`src/rtl/pps_pkg.sv`:
```
// shared types and constants of the priority scheduler
`default_nettype none

package pps_pkg;

  // command codes
  localparam logic [1:0] OP_LOAD  = 2'd0;
  localparam logic [1:0] OP_TICK  = 2'd1;
  localparam logic [1:0] OP_CLEAR = 2'd2;

  localparam int PID_W   = 8;
  localparam int ARR_W   = 16;
  localparam int BURST_W = 16;
  localparam int PRIO_W  = 8;
  localparam int TIME_W  = 24;

  // runner id: pid with an extra top bit for the idle marker
  localparam logic [PID_W:0] IDLE_MARK = {1'b1, {PID_W{1'b0}}};

  typedef struct packed {
    logic [PID_W-1:0]   pid;
    logic [ARR_W-1:0]   arrival;
    logic [BURST_W-1:0] burst;
    logic [PRIO_W-1:0]  prio;
    logic               fits;
  } entry_t;

  // table write strobes
  typedef struct packed {
    logic we_entry;
    logic we_rem;
  } tbl_wr_t;

endpackage

`default_nettype wire

```
`src/rtl/pps_table.sv`:
```
// process table memory: static entry fields and remaining work
`default_nettype none

module pps_table
  import pps_pkg::*;
#(
  parameter int DEPTH = 16,
  parameter int AW    = 4
) (
  input  logic               clk,
  input  tbl_wr_t            wr,
  input  logic [AW-1:0]      waddr,
  input  entry_t             wentry,
  input  logic [BURST_W-1:0] wrem,
  input  logic [AW-1:0]      raddr,
  output entry_t             rentry,
  output logic [BURST_W-1:0] rrem
);

  entry_t             mem_entry [DEPTH];
  logic [BURST_W-1:0] mem_rem   [DEPTH];

  always_ff @(posedge clk) begin
    if (wr.we_entry) begin
      mem_entry[waddr] <= wentry;
    end
    if (wr.we_rem) begin
      mem_rem[waddr] <= wrem;
    end
    rentry <= mem_entry[raddr];
    rrem   <= mem_rem[raddr];
  end

endmodule

`default_nettype wire

```
`src/rtl/preemptive_priority_scheduler.sv`:
```
// preemptive priority scheduler: process table, sequential scan and tick reporting
//
// Commands are taken when start is high and busy is low. A load (op 0) appends
// one process entry (ignored when the table is full), a clear (op 2) empties
// the table and resets time and counts, and neither gives a result; op 3 is
// ignored. A tick (op 1) makes busy rise and scans the table one entry per cycle
// through the table's single read port, keeping the ready entry with the lowest
// priority number (earliest loaded wins ties). The winner is then read again
// (fetch), judged (eval) and the result is registered in a wait state; an idle
// tick goes from the scan straight to the wait state, and every entry dropped
// for lack of memory sends the tick back to a full rescan. The result is
// shown for exactly one cycle with done high and the receiver cannot stall it,
// so it must be captured on that edge; busy falls in the same cycle, so the
// next command may be given then.
`default_nettype none

module preemptive_priority_scheduler
  import pps_pkg::*;
#(
  parameter int MAX_PROCS = 16
) (
  input  logic                           clk,
  input  logic                           rst,
  // command transfer
  input  logic                           start,
  output logic                           busy,
  input  logic [1:0]                     op,
  input  logic [PID_W-1:0]               process_pid,
  input  logic [ARR_W-1:0]               arrival_time,
  input  logic [BURST_W-1:0]             burst_length,
  input  logic [PRIO_W-1:0]              priority_level,
  input  logic                           fits_memory,
  // result transfer
  output logic                           done,
  output logic [PID_W-1:0]               running_pid,
  output logic                           cpu_idle,
  output logic [TIME_W-1:0]              tick_time,
  output logic                           new_segment,
  output logic                           process_finished,
  output logic [TIME_W-1:0]              turnaround,
  output logic [TIME_W-1:0]              waiting,
  output logic [$clog2(MAX_PROCS+1)-1:0] dropped_count,
  output logic                           all_done
);

  // index width for the table, count width that can hold MAX_PROCS itself
  localparam int IW = (MAX_PROCS > 1) ? $clog2(MAX_PROCS) : 1;
  localparam int CW = $clog2(MAX_PROCS + 1);
  localparam logic [CW-1:0] FULL = CW'(MAX_PROCS);

  typedef enum logic [2:0] {
    S_IDLE,
    S_SCAN,
    S_FETCH,
    S_EVAL,
    S_WAIT
  } state_t;

  state_t              state;
  logic [CW-1:0]       entry_count;
  logic [CW-1:0]       completed_count;
  logic [TIME_W-1:0]   time_now;
  logic [PID_W:0]      previous_runner;
  logic [PID_W:0]      chart_last;
  logic [MAX_PROCS-1:0] entry_done;
  logic [CW-1:0]       drops;

  // scan pipeline: issue counter, then one registered read stage
  logic [CW-1:0]       iss;
  logic                vld_d;
  logic [IW-1:0]       idx_d;
  logic                best_found;
  logic [IW-1:0]       best_idx;
  logic [PRIO_W-1:0]   best_prio;

  // table port
  tbl_wr_t             tbl_wr;
  logic [IW-1:0]       tbl_waddr;
  logic [IW-1:0]       tbl_raddr;
  entry_t              tbl_wentry;
  logic [BURST_W-1:0]  tbl_wrem;
  entry_t              rentry;
  logic [BURST_W-1:0]  rrem;

  logic                accept;
  logic                load_ok;
  logic                issue_more;
  logic                candidate;
  logic                drop_now;
  logic                finish_now;
  logic [PID_W:0]      pid_ext;
  logic [TIME_W-1:0]   time_plus;
  logic [BURST_W-1:0]  rem_next;

  assign busy   = (state != S_IDLE);
  assign accept = start && !busy;
  assign load_ok = accept && (op == OP_LOAD) && (entry_count < FULL);

  assign issue_more = (iss < entry_count);
  assign time_plus  = time_now + TIME_W'(1);
  assign pid_ext    = {1'b0, rentry.pid};

  // the compare of the scan: is the entry just read more urgent than the best so far
  assign candidate = vld_d && !entry_done[idx_d]
                     && ({{(TIME_W-ARR_W){1'b0}}, rentry.arrival} <= time_now)
                     && (!best_found || (rentry.prio < best_prio));

  // memory check only when the picked pid is not the one already resident
  assign drop_now   = (previous_runner != pid_ext) && !rentry.fits;
  // a zero burst is run as one unit of work
  assign finish_now = (rrem <= BURST_W'(1));
  assign rem_next   = finish_now ? '0 : rrem - BURST_W'(1);

  always_comb begin
    tbl_wr.we_entry = load_ok;
    tbl_wr.we_rem   = load_ok || ((state == S_EVAL) && !drop_now);
    tbl_waddr       = (state == S_EVAL) ? best_idx : entry_count[IW-1:0];
    tbl_raddr       = (state == S_SCAN) ? iss[IW-1:0] : best_idx;
    tbl_wentry      = '{pid: process_pid, arrival: arrival_time, burst: burst_length,
                        prio: priority_level, fits: fits_memory};
    tbl_wrem        = load_ok ? burst_length : rem_next;
  end

  pps_table #(
    .DEPTH (MAX_PROCS),
    .AW    (IW)
  ) u_table (
    .clk    (clk),
    .wr     (tbl_wr),
    .waddr  (tbl_waddr),
    .wentry (tbl_wentry),
    .wrem   (tbl_wrem),
    .raddr  (tbl_raddr),
    .rentry (rentry),
    .rrem   (rrem)
  );

  always_ff @(posedge clk) begin
    if (rst) begin
      state           <= S_IDLE;
      entry_count     <= '0;
      completed_count <= '0;
      time_now        <= '0;
      previous_runner <= IDLE_MARK;
      chart_last      <= IDLE_MARK;
      entry_done      <= '0;
      vld_d           <= 1'b0;
      best_found      <= 1'b0;
      done            <= 1'b0;
    end else begin
      done <= 1'b0;
      unique case (state)
        S_IDLE: begin
          if (load_ok) begin
            entry_done[entry_count[IW-1:0]] <= 1'b0;
            entry_count <= entry_count + CW'(1);
          end
          if (accept && (op == OP_CLEAR)) begin
            entry_count     <= '0;
            completed_count <= '0;
            time_now        <= '0;
            previous_runner <= IDLE_MARK;
            chart_last      <= IDLE_MARK;
            entry_done      <= '0;
          end
          if (accept && (op == OP_TICK)) begin
            tick_time  <= time_now;
            drops      <= '0;
            iss        <= '0;
            vld_d      <= 1'b0;
            best_found <= 1'b0;
            state      <= S_SCAN;
          end
        end

        S_SCAN: begin
          // issue the next read while judging the entry read last cycle
          vld_d <= issue_more;
          idx_d <= iss[IW-1:0];
          if (issue_more) begin
            iss <= iss + CW'(1);
          end
          if (candidate) begin
            best_found <= 1'b1;
            best_idx   <= idx_d;
            best_prio  <= rentry.prio;
          end
          if (!issue_more && !vld_d) begin
            if (best_found) begin
              state <= S_FETCH;
            end else begin
              // nothing ready: idle tick
              time_now         <= time_plus;
              previous_runner  <= IDLE_MARK;
              cpu_idle         <= 1'b1;
              running_pid      <= '0;
              new_segment      <= 1'b0;
              process_finished <= 1'b0;
              turnaround       <= '0;
              state            <= S_WAIT;
            end
          end
        end

        S_FETCH: begin
          // read of the winner is in flight
          state <= S_EVAL;
        end

        S_EVAL: begin
          if (drop_now) begin
            // no room in memory: drop it and rescan within this tick
            entry_done[best_idx] <= 1'b1;
            completed_count      <= completed_count + CW'(1);
            drops                <= drops + CW'(1);
            previous_runner      <= IDLE_MARK;
            iss                  <= '0;
            vld_d                <= 1'b0;
            best_found           <= 1'b0;
            state                <= S_SCAN;
          end else begin
            running_pid      <= rentry.pid;
            cpu_idle         <= 1'b0;
            new_segment      <= (chart_last != pid_ext);
            chart_last       <= pid_ext;
            time_now         <= time_plus;
            process_finished <= finish_now;
            if (finish_now) begin
              entry_done[best_idx] <= 1'b1;
              completed_count      <= completed_count + CW'(1);
              previous_runner      <= IDLE_MARK;
              turnaround <= time_plus - {{(TIME_W-ARR_W){1'b0}}, rentry.arrival};
            end else begin
              previous_runner <= pid_ext;
              turnaround      <= '0;
            end
            state <= S_WAIT;
          end
        end

        S_WAIT: begin
          // second subtract for waiting time, then present the result
          waiting <= process_finished
                     ? turnaround - {{(TIME_W-BURST_W){1'b0}}, rentry.burst}
                     : '0;
          dropped_count <= drops;
          all_done      <= (completed_count >= entry_count);
          done          <= 1'b1;
          state         <= S_IDLE;
        end

        default: begin
          state <= S_IDLE;
        end
      endcase
    end
  end

endmodule

`default_nettype wire

```
`config.mk`:
```
export PLATFORM = sky130hd
export DESIGN_NAME = preemptive_priority_scheduler
export DESIGN_NICKNAME = d
export VERILOG_FILES = /design/src/rtl/pps_pkg.sv /design/src/rtl/pps_table.sv /design/src/rtl/preemptive_priority_scheduler.sv
export SDC_FILE = /design/constraint.sdc
export NUM_CORES = 2
export LEC_CHECK = 0
export ABC_CLOCK_PERIOD_IN_PS = 11500
export BUFFER_PORTS_ARGS = -buffer_cell sky130_fd_sc_hd__buf_2
export CORE_MARGIN = 2
export CORE_UTILIZATION = 41
export CTS_CLUSTER_SIZE = 40
export DETAILED_ROUTE_END_ITERATION = 6
export SYNTH_ARGS = -nofsm -noshare
export SYNTH_HDL_FRONTEND = slang
export SYNTH_SLANG_ARGS = --single-unit
```
`constraint.sdc`:
```
create_clock -name clk -period 11.5 [get_ports clk]
set_clock_uncertainty 0.2 [all_clocks]
set_input_delay 1.725 -clock clk [delete_from_list [all_inputs] [get_ports clk]]
set_output_delay 1.725 -clock clk [all_outputs]
set_load 0.01 [all_outputs]
```
; ---- Word-level counts from Yosys, hierarchy flattened
; Memories as Yosys holds them, arrays and structs flattened. A register that Yosys moved wholly into a read port is not among the register bits.
; Index checks and enable logic that the tools add are counted.
[word_totals]
register_bits = 189
ramBits = 1040
inputBits = 54
out_inout_bits = 91
word_cells = 186
memories = 2
[memory_table]
columns = memory, depth, width, rd, rd_clocked_by_memory_dff, write_ports, line
row1 = u_table.mem_entry, 16, 49, 1, 1, 1, pps_table.sv:20  ; entry_t mem_entry [DEPTH];
row2 = u_table.mem_rem, 16, 16, 1, 1, 1, pps_table.sv:21  ; logic [BURST_W-1:0] mem_rem [DEPTH];
[classes]
addsub = 8
order_cmp = 11
eq_ne = 18
n_mux = 74
bitwise_logic = 4
reduce_logical = 45
[ops]
columns = op, n
row1 = $mux W24, 8
row2 = $mux W16, 6
row3 = $pmux W24 S3, 1
row4 = $mux W9, 6
row5 = $pmux W24 S2, 1
row6 = $sub A24 B16 Y24, 2
row7 = $mux W5, 9
row8 = $pmux W16 S2, 1
row9 = $pmux W9 S3, 1
row10 = $add A24 B1 Y24 const B, 1
row11 = $le A16 B24 Y1, 1
row12 = $mux W8, 3
row13 = $add A5 B1 Y5 const B, 4
row14 = $pmux W5 S2, 2
row15 = $mux W1, 18
row16 = $ne A9 B8 Y1, 2
row17 = $pmux W9 S2, 1
row18 = $reduce_and A3 Y1, 6
row19 = $and A16 B16 Y16, 1
row20 = $le A16 B1 Y1 const B, 1
row21 = $not A16 Y16, 1
row22 = $or A16 B16 Y16, 1
row23 = $pmux W8 S2, 1
row24 = $sub A16 B1 Y16 const B, 1
row25 = 33 further kinds, 81

; ---- Depth between registers and ports, before layout
[depth]
depth_word = 9
depth_mapped = 15

; ---- Modules after synthesis
; Synthesis repeated with hierarchy kept, for this count alone.
[hier_totals]
cells_unflattened = 2877
area_unflattened_um2 = 51598.2
[by_module_without_submodules]
columns = module, n_inst, cells_each, area_per_inst_um2, seq_area_each_um2
row1 = pps_table, 1, 1698, 40347.4, 32531.2
row2 = preemptive_priority_scheduler, 1, 1179, 11250.8, 4934.7

; ---- Worst setup path after synthesis
; OpenSTA, ideal clock, no wires.
[synth_path]
path_kind = input-to-reg
start = in rst
end = reg all_done (enable)
t_arrival_ps = 5091
required_ps = 10796
setup_slack_ps = 5705
cell_stages = 2
path_buffers = 1
cell_sequence = clkbuf_1 -> nor4b_1
[synth_via]
elab_chain_cells = 2
[synth_rtl]
columns = element, line
row1 = from (decl), preemptive_priority_scheduler.sv:23  ; input logic rst,
row2 = $not A1 Y1 (no line), n/a
row3 = $reduce_and A2 Y1 (no line), n/a
row4 = to (signal assigned), preemptive_priority_scheduler.sv:247  ; all_done <= (completed_count >= entry_count);
row5 = to (decl), preemptive_priority_scheduler.sv:43  ; output logic all_done
; Every way passes these cells.
; A chain may end at the register's enable or synchronous reset.

; ---- Worst setup path after layout
[layout_path]
start = reg state[1]
end = mem u_table.mem_entry[1][34] (netlist name) (enable)
[layout_via]
elab_chain_cells = 7
word_cells_on_any_way = 9
[layout_rtl]
columns = element, line
row1 = from (decl), preemptive_priority_scheduler.sv:59  ; state_t state;
row2 = from (signal assigned), preemptive_priority_scheduler.sv:140  ; state <= S_IDLE;
row3 = from (signal assigned), preemptive_priority_scheduler.sv:172  ; state <= S_SCAN;
row4 = from (signal assigned), preemptive_priority_scheduler.sv:190  ; state <= S_FETCH;
row5 = $reduce_bool A3 Y1, preemptive_priority_scheduler.sv:95  ; assign busy = (state != S_IDLE);
row6 = $logic_not A1 Y1, preemptive_priority_scheduler.sv:96  ; assign accept = start && !busy;
row7 = $logic_and A1 B1 Y1, preemptive_priority_scheduler.sv:96
row8 = $logic_and A1 B1 Y1 (2 in a row), preemptive_priority_scheduler.sv:97  ; assign load_ok = accept && (op == OP_LOAD) && (entry_count < FULL);
row9 = $mux W1, pps_table.sv:24  ; if (wr.we_entry) begin
row10 = $mux W1 (implied by the code), pps_table.sv:25  ; mem_entry[waddr] <= wentry;
row11 = to (decl), pps_table.sv:20
; Parallel ways exist; a longest one is shown, timed or not.

==> out/results.ini <==
[status]
status=finished, final reports clean

[floorplan]
dieArea_mm2=0.130
io_pins=145
die_h_um=361
die_w_um=361
rows=131
core_mm2=0.127
initial_core_util_pct=41.2

[setup_path]
cp_top_family=simple AND/OR/NAND/NOR gates
cp_common_cell=buf_4
crit_buf_inv=3
path_class=reg2reg
critPathMaxFanout=42
worst_path_max_delay_cell=nor2_4
r2r_start=state[1]
worstSetupStartpointType=register
reg2reg_to=u_table.mem_entry[1][34]
max_stage_delay_ns=0.86
rr_worst_depth=8
cp.required_ns=11.68
cp.arrival_ns=5.16
worst_setup_path_end_kind=register
crit_chain=nor3_2 -> inv_1 -> nor3b_1 -> and2_1 -> buf_4 -> nand2b_1 -> nor2_4 -> buf_4
r2r_setup_slack_ns=6.52

[synth]
muxShareOfSynthArea_pct=11.7
syn-mean-instance-area_um2=17.3
ys_types=72
syn_inst=3032
synthArstFlopShare_pct=0
synth_nets=3162
synth_top_family_by_area=multiplexers
yosysWarnings=0
syn_area_mm2=0.0523
synth_edf_count=1155
ys_ff_latch=1294
synthAdderAreaFrac_pct=1.85
synth_area_leaders=edfxtp_1 (66%), mux4_2 (11%), dfxtp_1 (5.3%), ha_1 (1.8%), nand2_1 (1.6%)
synth_compound_area_share_pct=5.10
seq_area_frac_synth_pct=71.6
yosys.area_share.xor_xnor_pct=1.47
ys.flop_type=edfxtp_1
yosys.area_share.simple_pct=6.16
synth_top_area_share_pct=66.3
synth_top_area_cell=edfxtp_1

[routing]
route.detailed.drc=0
final_antenna_net_count=0
vias_per_cell=5.61
wl_per_cell_um=25.4
routed_wl_um=128000
drt_iter0_drc=3064
num_vias=28203
firstDrtPassIters=6

[job]
drv_cap=0

[sta]
holdWs_ns=0.246
max_slew_margin_pct=2.48
hold_violations=0
worstMarginPinSlew_ns=1.46
rsz0062_at_grt=false
finalSetupViolCount=0
fin_crit_ns=4.98
timing.fmax_mhz=201
period_share_pct=43.3
tns_ns=0
slew_viol_final=0

[clocking]
clk_pin_slew_ns=0.06
cts_buffer_depth=3
cts_hold_buffers=0
numCtsBuffers=138
h-tree-depth=4
cts_tree=yes
postCtsSetupBuffers=0
clock-sinks=1294
cts_root_buf=clkbuf_16
cts_resized=0
worstSkewPairLatency_ns=0.76

[grt]
grt_pass1_wl_um=187000
grt_pass1_vias=28044
antenna_found_initial=23
gr-total-overflow=0
grt_max_degree=145
grt_use_total_pct=19.6

[pwr]
irDropWorstVdd_mv=0.131
power_density_mw_per_mm2=168
p_total_mw=10.0
p_leak_nw=19.6

[worst_hold_path]
hold_end=chart_last[8]
hp-start=chart_last[8]
whs_path_depth=2
min_path_type=reg2reg

[final_layout]
layout-drive-gt1-share_pct=22.1
post_layout_nonfiller_instances=5026
final_common_cell=edfxtp_1
nets=3375
final_cell_mix=edfxtp_1 (1,155), mux4_2 (265), nand2_1 (221)
syn_to_final_growth_pct=14.0

[placement]
dpl.hpwl_um=73500
place.gp.congestion=0.829
io_buffers=144
placedCellCount=4767

-- synthesized netlist by cell type (all sizes together), types with 4 or more instances --
library cell and number:
a211oi 73, a21boi 4, a21o 14, a21oi 77
a22oi 9, a31oi 98, and2 71, and3 29
buf 73, clkbuf 72, dfxtp 139, edfxtp 1155
ha 74, inv 81, mux2i 15, mux4 265
nand2 223, nand2b 27, nand3 33, nand4 17
nor2 140, nor2b 12, nor3 56, nor3b 7
nor4 8, o211ai 12, o21a 14, o21ai 49
o31ai 25, or2 6, or3 12, or4 6
xnor2 50, xor2 38
-- stage by stage --
step | utilization, % | area, um2 | setup slack (ns)
global route | 46.9 | 59600 | 6.33
detailed placement | 43.4 | 55200 | 5.97
finish | 46.9 | 59600 | 6.52
global placement | 43.4 | 55200 | 5.95
floorplan | - | 52300 | 5.71
CTS | 46.9 | 59600 | 6.56
-- tightest hold or removal path, stage by stage, from the launching register on --
cell and delay, ns:
dfxtp_1 0.31, nand2_1 0.05, nand2_1 0.04
-- cell type report --
class                   instances  area (um2)
fillers                     10739       67400
multi-input cells            1511       14000
clock buffers                 182        3770
diodes                          5        12.5
well taps                    1662        2080
flip-flops and latches       1294       37500
inverters                      82         308
clock inverters                72         691
repair buffers                218        1330
-- where the power goes --
group	internal (mW)	switching, mW
logic	0.179	0.305
clock network	2.53	1.81
registers	5.18	0.0433
total	7.88	2.16
-- flip-flops by register name (all words and copies together), names as in the netlist, 8 cells and up --
| register | count |
|---|---|
| entry_done | 16 |
| time_now | 24 |
| u_table.mem_rem | 256 |
| waiting | 24 |
| tick_time | 24 |
| u_table.mem_entry | 784 |
| running_pid | 8 |
| chart_last | 9 |
| u_table.rrem | 16 |
| turnaround | 24 |
| best_prio | 8 |
| u_table.rentry | 49 |
| previous_runner | 9 |
-- layer usage --
layer  up-vias  track usage (%)  wire (um)
li1      12475                -          -
met1     14521             26.7      54600
met2       938             31.1      60000
met3       245             4.20       8890
met4        24             6.67       3880
met5         -             1.11        347
-- worst max path at each step --
stage | to | cells past startpoint | start
floorplan | all_done | 2 | rst
finish | u_table.mem_entry[1][34] | 8 | state[1]
global route | u_table.rentry[17] | 9 | state[1]
global placement | u_table.mem_entry[1][2] | 7 | op[0]
CTS | u_table.mem_entry[3][46] | 8 | state[1]
detailed placement | u_table.mem_entry[3][2] | 7 | op[0]
-- logic make-up (layout without fill, tap and decap cells) --
family,Yosys count,in the layout
flops,1294,1294
simple gates,659,659
compound gates,408,408
mux,280,280
buf+inv,227,554
xor+xnor,88,88
fa+ha+maj,76,76
other cells,0,5
(Power assumes the default switching activity.)
